===== config.mk =====
export PLATFORM = sky130hd
export DESIGN_NAME = byte_budget_lru_cache
export DESIGN_NICKNAME = d
export VERILOG_FILES = /design/src/design/bbl_pkg.sv /design/src/design/byte_budget_lru_cache.sv /design/src/design/bbl_alu.sv /design/src/design/bbl_slots.sv
export SDC_FILE = /design/constraint.sdc
export NUM_CORES = 1
export LEC_CHECK = 0
export ABC_CLOCK_PERIOD_IN_PS = 9100
export BUFFER_PORTS_ARGS = -buffer_cell sky130_fd_sc_hd__buf_2
export CAP_MARGIN = 20
export CORE_AREA = 2 2 274 276
export CTS_BUF_LIST = sky130_fd_sc_hd__clkbuf_16
export DETAILED_ROUTE_END_ITERATION = 10
export DIE_AREA = 0 0 276 278
export PLACE_DENSITY = 0.75
export SLEW_MARGIN = 5
export SYNTH_ARGS = -nofsm -noshare
export SYNTH_HDL_FRONTEND = slang
export SYNTH_SLANG_ARGS = --single-unit

===== constraint.sdc =====
create_clock -name clk -period 9.1 [get_ports clk]
set_input_delay 0.91 -clock clk [delete_from_list [all_inputs] [get_ports clk]]
set_output_delay 0.91 -clock clk [all_outputs]
set_load 0.1 [all_outputs]

===== src/design/bbl_pkg.sv =====
package bbl_pkg;

  // Default sizing of the cache
  localparam int SLOTS_DEF     = 16;
  localparam int KEY_BITS_DEF  = 16;
  localparam int SIZE_BITS_DEF = 24;

  // Byte budget after reset
  localparam int unsigned MAX_BYTES_RST = 65536;

  // Operations of the shared byte arithmetic unit
  typedef enum logic {
    ALU_ADD,  // used + size, flag when above budget
    ALU_SUB   // used - size, floored at zero
  } alu_op_t;

  // Commands from the sequencer to the slot array
  typedef struct packed {
    logic capture;  // latch key match vector of a new item
    logic touch;    // make the hit entry most recent
    logic evict;    // drop the least recent entry
    logic insert;   // write the new entry as most recent
  } slot_cmd_t;

  // Status of the slot array
  typedef struct packed {
    logic hit;
    logic full;
    logic empty;
  } slot_stat_t;

endpackage


===== src/design/byte_budget_lru_cache.sv =====
// Steps: an accepted item is looked up; a hit is made most recent and finishes, while a miss
// runs a budget check that either evicts the oldest entry and checks again, inserts, or
// finishes unstored (one budget check and one subtract per eviction through the shared adder).
// One item at a time: the next item is accepted once the result is registered, which waits
// for a free output register. Reset (synchronous, active low) empties the table, zeroes bytes
// in use and sets the budget to 65536; no clearing pass is needed.
module byte_budget_lru_cache import bbl_pkg::*; #(
  parameter int SLOTS     = SLOTS_DEF,
  parameter int KEY_BITS  = KEY_BITS_DEF,
  parameter int SIZE_BITS = SIZE_BITS_DEF
) (
  input  logic                       clk,
  input  logic                       rst_n,
  // budget register write
  input  logic                       cfg_valid,
  output logic                       cfg_ready,
  input  logic [SIZE_BITS-1:0]       cfg_max_bytes,
  // request items
  input  logic                       in_valid,
  output logic                       in_ready,
  input  logic [KEY_BITS-1:0]        in_key,
  input  logic [SIZE_BITS-1:0]       in_item_size,
  // result items
  output logic                       out_valid,
  input  logic                       out_ready,
  output logic                       out_hit,
  output logic                       out_stored,
  output logic [$clog2(SLOTS+1)-1:0] out_evicted,
  output logic [SIZE_BITS-1:0]       out_bytes_in_use,
  output logic [$clog2(SLOTS+1)-1:0] out_entries_in_use
);

  localparam int CNT_W = $clog2(SLOTS+1);

  typedef enum logic [2:0] {
    ST_IDLE,
    ST_LOOKUP,
    ST_CHECK,
    ST_EVICT,
    ST_INSERT,
    ST_FINISH
  } state_t;

  state_t               state_r, state_nxt;
  logic [KEY_BITS-1:0]  key_r, key_nxt;
  logic [SIZE_BITS-1:0] size_r, size_nxt;
  logic [SIZE_BITS-1:0] used_r, used_nxt;
  logic [SIZE_BITS-1:0] max_r, max_nxt;
  logic [CNT_W-1:0]     evicted_r, evicted_nxt;
  logic                 hit_r, hit_nxt;
  logic                 stored_r, stored_nxt;
  logic                 out_valid_r, out_valid_nxt;
  logic                 out_hit_r, out_hit_nxt;
  logic                 out_stored_r, out_stored_nxt;
  logic [CNT_W-1:0]     out_evicted_r, out_evicted_nxt;
  logic [SIZE_BITS-1:0] out_bytes_r, out_bytes_nxt;
  logic [CNT_W-1:0]     out_entries_r, out_entries_nxt;

  slot_cmd_t            cmd;
  slot_stat_t           stat;
  logic [SIZE_BITS-1:0] victim_size;
  logic [CNT_W-1:0]     count;
  alu_op_t              alu_op;
  logic [SIZE_BITS-1:0] alu_b;
  logic [SIZE_BITS-1:0] alu_result;
  logic                 alu_over;
  logic                 in_fire;

  assign in_ready  = (state_r == ST_IDLE);
  assign in_fire   = in_valid && in_ready;
  assign cfg_ready = 1'b1;

  bbl_slots #(
    .SLOTS     (SLOTS),
    .KEY_BITS  (KEY_BITS),
    .SIZE_BITS (SIZE_BITS)
  ) u_slots (
    .clk         (clk),
    .rst_n       (rst_n),
    .cmd         (cmd),
    .lookup_key  (in_key),
    .ins_key     (key_r),
    .ins_size    (size_r),
    .stat        (stat),
    .victim_size (victim_size),
    .count       (count)
  );

  // Eviction subtracts the victim's size; every other step adds the request size
  assign alu_b = (alu_op == ALU_SUB) ? victim_size : size_r;

  bbl_alu #(
    .SIZE_BITS (SIZE_BITS)
  ) u_alu (
    .op     (alu_op),
    .a      (used_r),
    .b      (alu_b),
    .limit  (max_r),
    .result (alu_result),
    .over   (alu_over)
  );

  // Sequencer
  always_comb begin
    state_nxt       = state_r;
    key_nxt         = key_r;
    size_nxt        = size_r;
    used_nxt        = used_r;
    max_nxt         = max_r;
    evicted_nxt     = evicted_r;
    hit_nxt         = hit_r;
    stored_nxt      = stored_r;
    out_valid_nxt   = out_valid_r;
    out_hit_nxt     = out_hit_r;
    out_stored_nxt  = out_stored_r;
    out_evicted_nxt = out_evicted_r;
    out_bytes_nxt   = out_bytes_r;
    out_entries_nxt = out_entries_r;
    cmd             = '0;
    alu_op          = ALU_ADD;

    if (cfg_valid && cfg_ready) begin
      max_nxt = cfg_max_bytes;
    end
    if (out_valid_r && out_ready) begin
      out_valid_nxt = 1'b0;
    end

    case (state_r)
      ST_IDLE: begin
        if (in_fire) begin
          cmd.capture = 1'b1;
          key_nxt     = in_key;
          size_nxt    = in_item_size;
          evicted_nxt = '0;
          hit_nxt     = 1'b0;
          stored_nxt  = 1'b0;
          state_nxt   = ST_LOOKUP;
        end
      end
      ST_LOOKUP: begin
        if (stat.hit) begin
          cmd.touch  = 1'b1;
          hit_nxt    = 1'b1;
          stored_nxt = 1'b1;
          state_nxt  = ST_FINISH;
        end else begin
          state_nxt = ST_CHECK;
        end
      end
      ST_CHECK: begin
        // with an empty table used is zero, so over means the size alone is too big
        alu_op = ALU_ADD;
        if (alu_over && !stat.empty) begin
          state_nxt = ST_EVICT;
        end else if (alu_over) begin
          state_nxt = ST_FINISH;
        end else if (stat.full) begin
          state_nxt = ST_EVICT;
        end else begin
          state_nxt = ST_INSERT;
        end
      end
      ST_EVICT: begin
        alu_op      = ALU_SUB;
        cmd.evict   = 1'b1;
        used_nxt    = alu_result;
        evicted_nxt = evicted_r + CNT_W'(1);
        state_nxt   = ST_CHECK;
      end
      ST_INSERT: begin
        alu_op     = ALU_ADD;
        cmd.insert = 1'b1;
        used_nxt   = alu_result;
        stored_nxt = 1'b1;
        state_nxt  = ST_FINISH;
      end
      ST_FINISH: begin
        // load the result once the output register is free
        if (!out_valid_r || out_ready) begin
          out_valid_nxt   = 1'b1;
          out_hit_nxt     = hit_r;
          out_stored_nxt  = stored_r;
          out_evicted_nxt = evicted_r;
          out_bytes_nxt   = used_r;
          out_entries_nxt = count;
          state_nxt       = ST_IDLE;
        end
      end
      default: begin
        state_nxt = ST_IDLE;
      end
    endcase
  end

  // State and registered outputs
  always_ff @(posedge clk) begin
    if (!rst_n) begin
      state_r     <= ST_IDLE;
      used_r      <= '0;
      max_r       <= SIZE_BITS'(MAX_BYTES_RST);
      out_valid_r <= 1'b0;
    end else begin
      state_r     <= state_nxt;
      used_r      <= used_nxt;
      max_r       <= max_nxt;
      out_valid_r <= out_valid_nxt;
    end
    key_r         <= key_nxt;
    size_r        <= size_nxt;
    evicted_r     <= evicted_nxt;
    hit_r         <= hit_nxt;
    stored_r      <= stored_nxt;
    out_hit_r     <= out_hit_nxt;
    out_stored_r  <= out_stored_nxt;
    out_evicted_r <= out_evicted_nxt;
    out_bytes_r   <= out_bytes_nxt;
    out_entries_r <= out_entries_nxt;
  end

  assign out_valid          = out_valid_r;
  assign out_hit            = out_hit_r;
  assign out_stored         = out_stored_r;
  assign out_evicted        = out_evicted_r;
  assign out_bytes_in_use   = out_bytes_r;
  assign out_entries_in_use = out_entries_r;

endmodule


===== src/design/bbl_alu.sv =====
// Shared adder/subtractor with budget compare
module bbl_alu import bbl_pkg::*; #(
  parameter int SIZE_BITS = SIZE_BITS_DEF
) (
  input  alu_op_t              op,
  input  logic [SIZE_BITS-1:0] a,
  input  logic [SIZE_BITS-1:0] b,
  input  logic [SIZE_BITS-1:0] limit,
  output logic [SIZE_BITS-1:0] result,
  output logic                 over
);

  logic [SIZE_BITS:0] sum;
  logic [SIZE_BITS:0] diff;

  assign sum  = {1'b0, a} + {1'b0, b};
  assign diff = {1'b0, a} - {1'b0, b};

  always_comb begin
    case (op)
      ALU_ADD: begin
        result = sum[SIZE_BITS-1:0];
        over   = (sum > {1'b0, limit});
      end
      ALU_SUB: begin
        // borrow means the subtrahend was larger: floor at zero
        result = diff[SIZE_BITS] ? '0 : diff[SIZE_BITS-1:0];
        over   = 1'b0;
      end
      default: begin
        result = '0;
        over   = 1'b0;
      end
    endcase
  end

endmodule


===== src/design/bbl_slots.sv =====
// Slot array: per-slot key compare, age tracking, victim and free slot pick
module bbl_slots import bbl_pkg::*; #(
  parameter int SLOTS     = SLOTS_DEF,
  parameter int KEY_BITS  = KEY_BITS_DEF,
  parameter int SIZE_BITS = SIZE_BITS_DEF
) (
  input  logic                       clk,
  input  logic                       rst_n,
  input  slot_cmd_t                  cmd,
  input  logic [KEY_BITS-1:0]        lookup_key,
  input  logic [KEY_BITS-1:0]        ins_key,
  input  logic [SIZE_BITS-1:0]       ins_size,
  output slot_stat_t                 stat,
  output logic [SIZE_BITS-1:0]       victim_size,
  output logic [$clog2(SLOTS+1)-1:0] count
);

  localparam int IDX_W = (SLOTS > 1) ? $clog2(SLOTS) : 1;
  localparam int CNT_W = $clog2(SLOTS+1);

  logic [SLOTS-1:0]     valid_r;
  logic [SLOTS-1:0]     hit_vec_r;
  logic [CNT_W-1:0]     count_r;
  logic [KEY_BITS-1:0]  key_r  [SLOTS];
  logic [SIZE_BITS-1:0] size_r [SLOTS];
  logic [IDX_W-1:0]     age_r  [SLOTS];

  logic [SLOTS-1:0]     match;
  logic [SLOTS-1:0]     victim_vec;
  logic [IDX_W-1:0]     oldest_age;
  logic [IDX_W-1:0]     hit_age;
  logic [IDX_W-1:0]     free_idx;
  logic [CNT_W-1:0]     count_m1;

  assign count_m1   = count_r - CNT_W'(1);
  assign oldest_age = count_m1[IDX_W-1:0];

  // Per-slot compares and one-hot selects
  always_comb begin
    hit_age     = '0;
    victim_size = '0;
    for (int i = 0; i < SLOTS; i++) begin
      match[i]      = valid_r[i] && (key_r[i] == lookup_key);
      victim_vec[i] = valid_r[i] && (age_r[i] == oldest_age);
      hit_age       = hit_age | (hit_vec_r[i] ? age_r[i] : '0);
      victim_size   = victim_size | (victim_vec[i] ? size_r[i] : '0);
    end
  end

  // Lowest-numbered invalid slot
  always_comb begin
    free_idx = '0;
    for (int i = SLOTS - 1; i >= 0; i--) begin
      if (!valid_r[i]) begin
        free_idx = IDX_W'(i);
      end
    end
  end

  // Valid bits, fill count and captured match vector
  always_ff @(posedge clk) begin
    if (!rst_n) begin
      valid_r   <= '0;
      hit_vec_r <= '0;
      count_r   <= '0;
    end else begin
      if (cmd.capture) begin
        hit_vec_r <= match;
      end
      if (cmd.evict) begin
        valid_r <= valid_r & ~victim_vec;
        count_r <= count_m1;
      end else if (cmd.insert) begin
        valid_r[free_idx] <= 1'b1;
        count_r           <= count_r + CNT_W'(1);
      end
    end
  end

  // Slot payload and ages
  always_ff @(posedge clk) begin
    if (cmd.touch) begin
      for (int i = 0; i < SLOTS; i++) begin
        if (hit_vec_r[i]) begin
          age_r[i] <= '0;
        end else if (valid_r[i] && (age_r[i] < hit_age)) begin
          age_r[i] <= age_r[i] + IDX_W'(1);
        end
      end
    end else if (cmd.insert) begin
      for (int i = 0; i < SLOTS; i++) begin
        if (valid_r[i]) begin
          age_r[i] <= age_r[i] + IDX_W'(1);
        end
      end
      key_r[free_idx]  <= ins_key;
      size_r[free_idx] <= ins_size;
      age_r[free_idx]  <= '0;
    end
  end

  assign stat.hit   = |hit_vec_r;
  assign stat.full  = (count_r == CNT_W'(SLOTS));
  assign stat.empty = (count_r == '0);
  assign count      = count_r;

endmodule


==> out/qor.tcl <==
set qor(clk_pin_slew_worst_paths_ns) 0.07
set qor(post_synth_most_frequent_cells) {723 x sky130_fd_sc_hd__edfxtp_1, 356 x sky130_fd_sc_hd__xnor2_1, 153 x sky130_fd_sc_hd__dfxtp_1, 139 x sky130_fd_sc_hd__ha_1, 135 x sky130_fd_sc_hd__nor2_1}
set qor(post_synth_edffs) 723
set qor(finish.instance_area_um2) 44620
set qor(total_nets_after_synthesis) 3240
set qor(wirelength_mm) 118.7
set qor(netlist-cell-type-count) 90
set qor(power_per_cell_area_nw_per_um2) 240.1
set qor(gr-usage-all-layers_pct) 30.45
set qor(vias) 27484
set qor(clock_latency_ns) 0.67
set qor(cts_resized) 0
set qor(drive_gt1_share_pct) 11.76
set qor(row_count) 100
set qor(finalCritPeriodShare_pct) 91.52
set qor(skew_ns) 0.04837
set qor(start_util_pct) 54.33
set qor(first_global_vias) 27132
set qor(via_per_inst) 6.599
set qor(ys_async_sr_fraction_pct) 0
set qor(met2WireLength_mm) 54.35
set qor(met3WireLength_mm) 12.17
set qor(hold-worst-slack_ns) 0.4158
set qor(synth_largest_area_cell) {sky130_fd_sc_hd__edfxtp_1}
set qor(layout_min_cycle_time_ns) 8.329
set qor(chipHeight_um) 278
set qor(share_of_synthesized_area_occupied_by_flip_flops_and_latches_pct) 61.77
set qor(ant_nets) 0
set qor(cell_internal_pwr_mw) 7.467
set qor(postSynthCellCount) 3030
set qor(std_cell_core_area_um2) 73820
set qor(num-nets-final) 3338
set qor(drcViolationCount) 13
set qor(setup_repair_after_global_routing_missed_its_margin) {false}
set qor(worstMarginPinSlew_ns) 1.095
set qor(dp_hpwl_mm) 74.58
set qor(status) {finished, violations left}
set qor(antenna_found_initial) 0
set qor(postcts_setup_bufs) 0
set qor(worstPathRequired_ns) 9.67
set qor(grt_overflow) 0
set qor(worst_endpoint_data_arrival_time_ns) 8.90
set qor(violation_count_after_the_first_detailed_routing_iteration) 3529
set qor(worst_setup_path_start_kind) {flop}
set qor(power.leakage_nw) 15.04
set qor(routabilityCongestion) 0.9601
set qor(timing_worst_setup_path_type) {reg2reg}
set qor(layout-area-overhead-vs-synth_pct) 11.24
set qor(power_dissipated_by_switching_net_loads_mw) 3.244
set qor(synth.cell_area_um2) 40110
set qor(largest_net_degree_at_the_start_of_global_routing) 57
set qor(syn-mean-instance-area_um2) 13.24
set qor(finalHoldViolCount) 0
set qor(synthesis.yosys.warnings) 0
set qor(wirelength_met1_mm) 48.42
set qor(pwr-share-clk_pct) 34.2
set qor(htreeDepth) 3
set qor(total_clock_sinks) 876
set qor(post_synthesis_register_bit_count) 876
set qor(fmaxAchievable_mhz) 120.1
set qor(max-vdd-ir-drop_v) 0.0002125
set qor(area_enclosed_by_the_die_boundary_um2) 76730
set qor(power.share.switching_pct) 30.29
set qor(area_after_detailed_placement_um2) 41650
set qor(critPathCaptureType) {flop}
set qor(p_seq_share_pct) 47.0
set qor(power.share.combinational_pct) 18.7
set qor(post-synth-top-count-cell) {sky130_fd_sc_hd__edfxtp_1}
set qor(dr.max_layer_used) {met4}
set qor(setup_slack_ns) 0.7714
set qor(maxSlewViolCount) 0
set qor(num_io_pins) 108
set qor(cts_tree) {done}
set qor(dpl_worst_slack_ns) 0.9166
set qor(synth.top_cells.by_area) {sky130_fd_sc_hd__edfxtp_1 54%, sky130_fd_sc_hd__xnor2_1 7.8%, sky130_fd_sc_hd__dfxtp_1 7.6%}
set qor(dr.pass1.iters) 8
set qor(synth_top_area_share_pct) 54.13
set qor(failed_checks) {design-rule violations}
set qor(n_fill_cell) 5580
set qor(postSynth.topFlopCell) {sky130_fd_sc_hd__edfxtp_1}
set qor(worstPathMaxFanout) 21
set qor(drt-wirelength-per-cell_um) 28.49
set qor(cts_root_buffer) {sky130_fd_sc_hd__clkbuf_16}
set qor(numPortBuffers) 106
set qor(hold_path.class) {reg2reg}
set qor(diodes) 0
set qor(worst_path_max_delay_cell) {sky130_fd_sc_hd__nor3_4}
set qor(finalPower_mw) 10.71
set qor(cp_slowest_stage_delay_ns) 0.76
set qor(cts_made_buffers) 90
set qor(clock_path_buffers) 3
set qor(drv.max_cap_violation_count) 0
set qor(tightest_slew_margin_relative_to_the_limit_pct) 26.75
set qor(dieWidth_um) 276
set qor(grt_pass1_wl_mm) 175.1
set qor(cts_hold_repair.buffers) 0
set qor(tns_ns) 0
set qor(timing.final.setup_violations) 0
==> final timing paths <==
kind	start	end	slack [ns]	cells past startpoint
worst min register to register	hit_r	out_hit	0.42	0
worst min-delay path	hit_r	out_hit	0.42	0
worst max-delay path	u_slots.count[0]	state_r[1]	0.77	28
worst max register to register	u_slots.count[0]	state_r[1]	0.77	28
==> state kept, by name, summed over array words and instances (netlist names) <==
register            count
evicted_r               5
hit_r                   1
key_r                  16
max_r                  24
out_bytes_in_use       24
out_entries_in_use      5
out_evicted             5
out_hit                 1
out_stored              1
out_valid               1
size_r                 24
state_r                 3
stored_r                1
u_slots.age_r          64
u_slots.count           5
u_slots.hit_vec_r      16
u_slots.key_r         256
u_slots.size_r        384
u_slots.valid_r        16
used_r                 24
==> logic make-up (layout without fill, tap and decap cells) <==
| group | after synthesis | in the layout | synth area share (%) |
|---|---|---|---|
| other | 1 | 1 | 0.009350 |
| xor gates and xnor gates | 385 | 385 | 8.567 |
| DFF | 876 | 876 | 61.77 |
| and+or+nand+nor | 648 | 648 | 8.988 |
| AOI/OAI and AO/OA | 687 | 687 | 12.34 |
| buffers and inverters | 251 | 417 | 2.867 |
| adders and majority gates | 141 | 141 | 4.436 |
| muxes | 41 | 41 | 1.026 |
==> cell usage in the layout (no fill, tap or decap), types with 17 or more instances in the layout <==
cell,instances
sky130_fd_sc_hd__nor4_1,28
sky130_fd_sc_hd__mux2i_1,40
sky130_fd_sc_hd__nand4_1,87
sky130_fd_sc_hd__nor2_1,123
sky130_fd_sc_hd__buf_4,61
sky130_fd_sc_hd__nor3_1,39
sky130_fd_sc_hd__o21ai_1,24
sky130_fd_sc_hd__nand2_1,127
sky130_fd_sc_hd__buf_2,106
sky130_fd_sc_hd__a221oi_1,115
sky130_fd_sc_hd__edfxtp_1,723
sky130_fd_sc_hd__a21oi_1,117
sky130_fd_sc_hd__a21o_1,26
sky130_fd_sc_hd__o31ai_1,17
sky130_fd_sc_hd__xnor2_1,356
sky130_fd_sc_hd__or3_1,24
sky130_fd_sc_hd__a22oi_1,24
sky130_fd_sc_hd__a22o_1,106
sky130_fd_sc_hd__inv_1,95
sky130_fd_sc_hd__dfxtp_1,153
sky130_fd_sc_hd__a31oi_1,24
sky130_fd_sc_hd__o21a_1,37
sky130_fd_sc_hd__clkbuf_16,91
sky130_fd_sc_hd__xor2_1,22
sky130_fd_sc_hd__nand2b_1,21
sky130_fd_sc_hd__nand3_1,53
sky130_fd_sc_hd__ha_1,139
sky130_fd_sc_hd__and4_1,25
sky130_fd_sc_hd__o211ai_1,23
sky130_fd_sc_hd__o21ai_0,82
==> power by group through the flow <==
stage | Combinational, mW | Clock, mW | Sequential (mW)
3_5_place_dp | 1.96 | 0 | 5.12
6_report | 2.01 | 3.66 | 5.04
4_1_cts | 1.97 | 3.69 | 5.03
5_1_grt | 2.17 | 3.84 | 5.06
3_3_place_gp | 1.94 | 0 | 5.10
2_1_floorplan | 1.39 | 0 | 4.99
==> per-layer routing <==
layer	global-route usage, %	vias up
li1	-	11805
met1	42.27	13711
met2	48.49	1705
met3	5.700	263
met4	10.45	0
met5	0	-
==> metrics by stage <==
stage               util [%]  std cells
floorplan                  -       3030
global placement       56.42       4003
detailed placement     56.42       4003
CTS                    60.38       4163
global route           60.44       4165
finish                 60.44       4165
==> worst max-delay path, delay by kind of cell, from the launching register on <==
family	cells	cell delay [ns]
AO/OA/AOI/OAI	10	2.61
XOR/XNOR	3	0.67
adder cells (fa/ha/maj)	3	0.97
buffers and inverters	4	1.22
flip-flops	1	0.32
AND/OR/NAND/NOR	8	2.43
==> layout make-up <==
type / instances / area (um^2) / area share (%)
sequential: 876 / 24770 / 55.53
multi-input combinational: 1903 / 14310 / 32.07
clock buffer: 91 / 2277 / 5.104
tap: 969 / 1212 / 2.717
timing repair buffer: 171 / 1069 / 2.395
clock inverter: 69 / 651.9 / 1.461
inverter: 86 / 322.8 / 0.7235
Note: power is estimated with default switching activity, not from simulation.
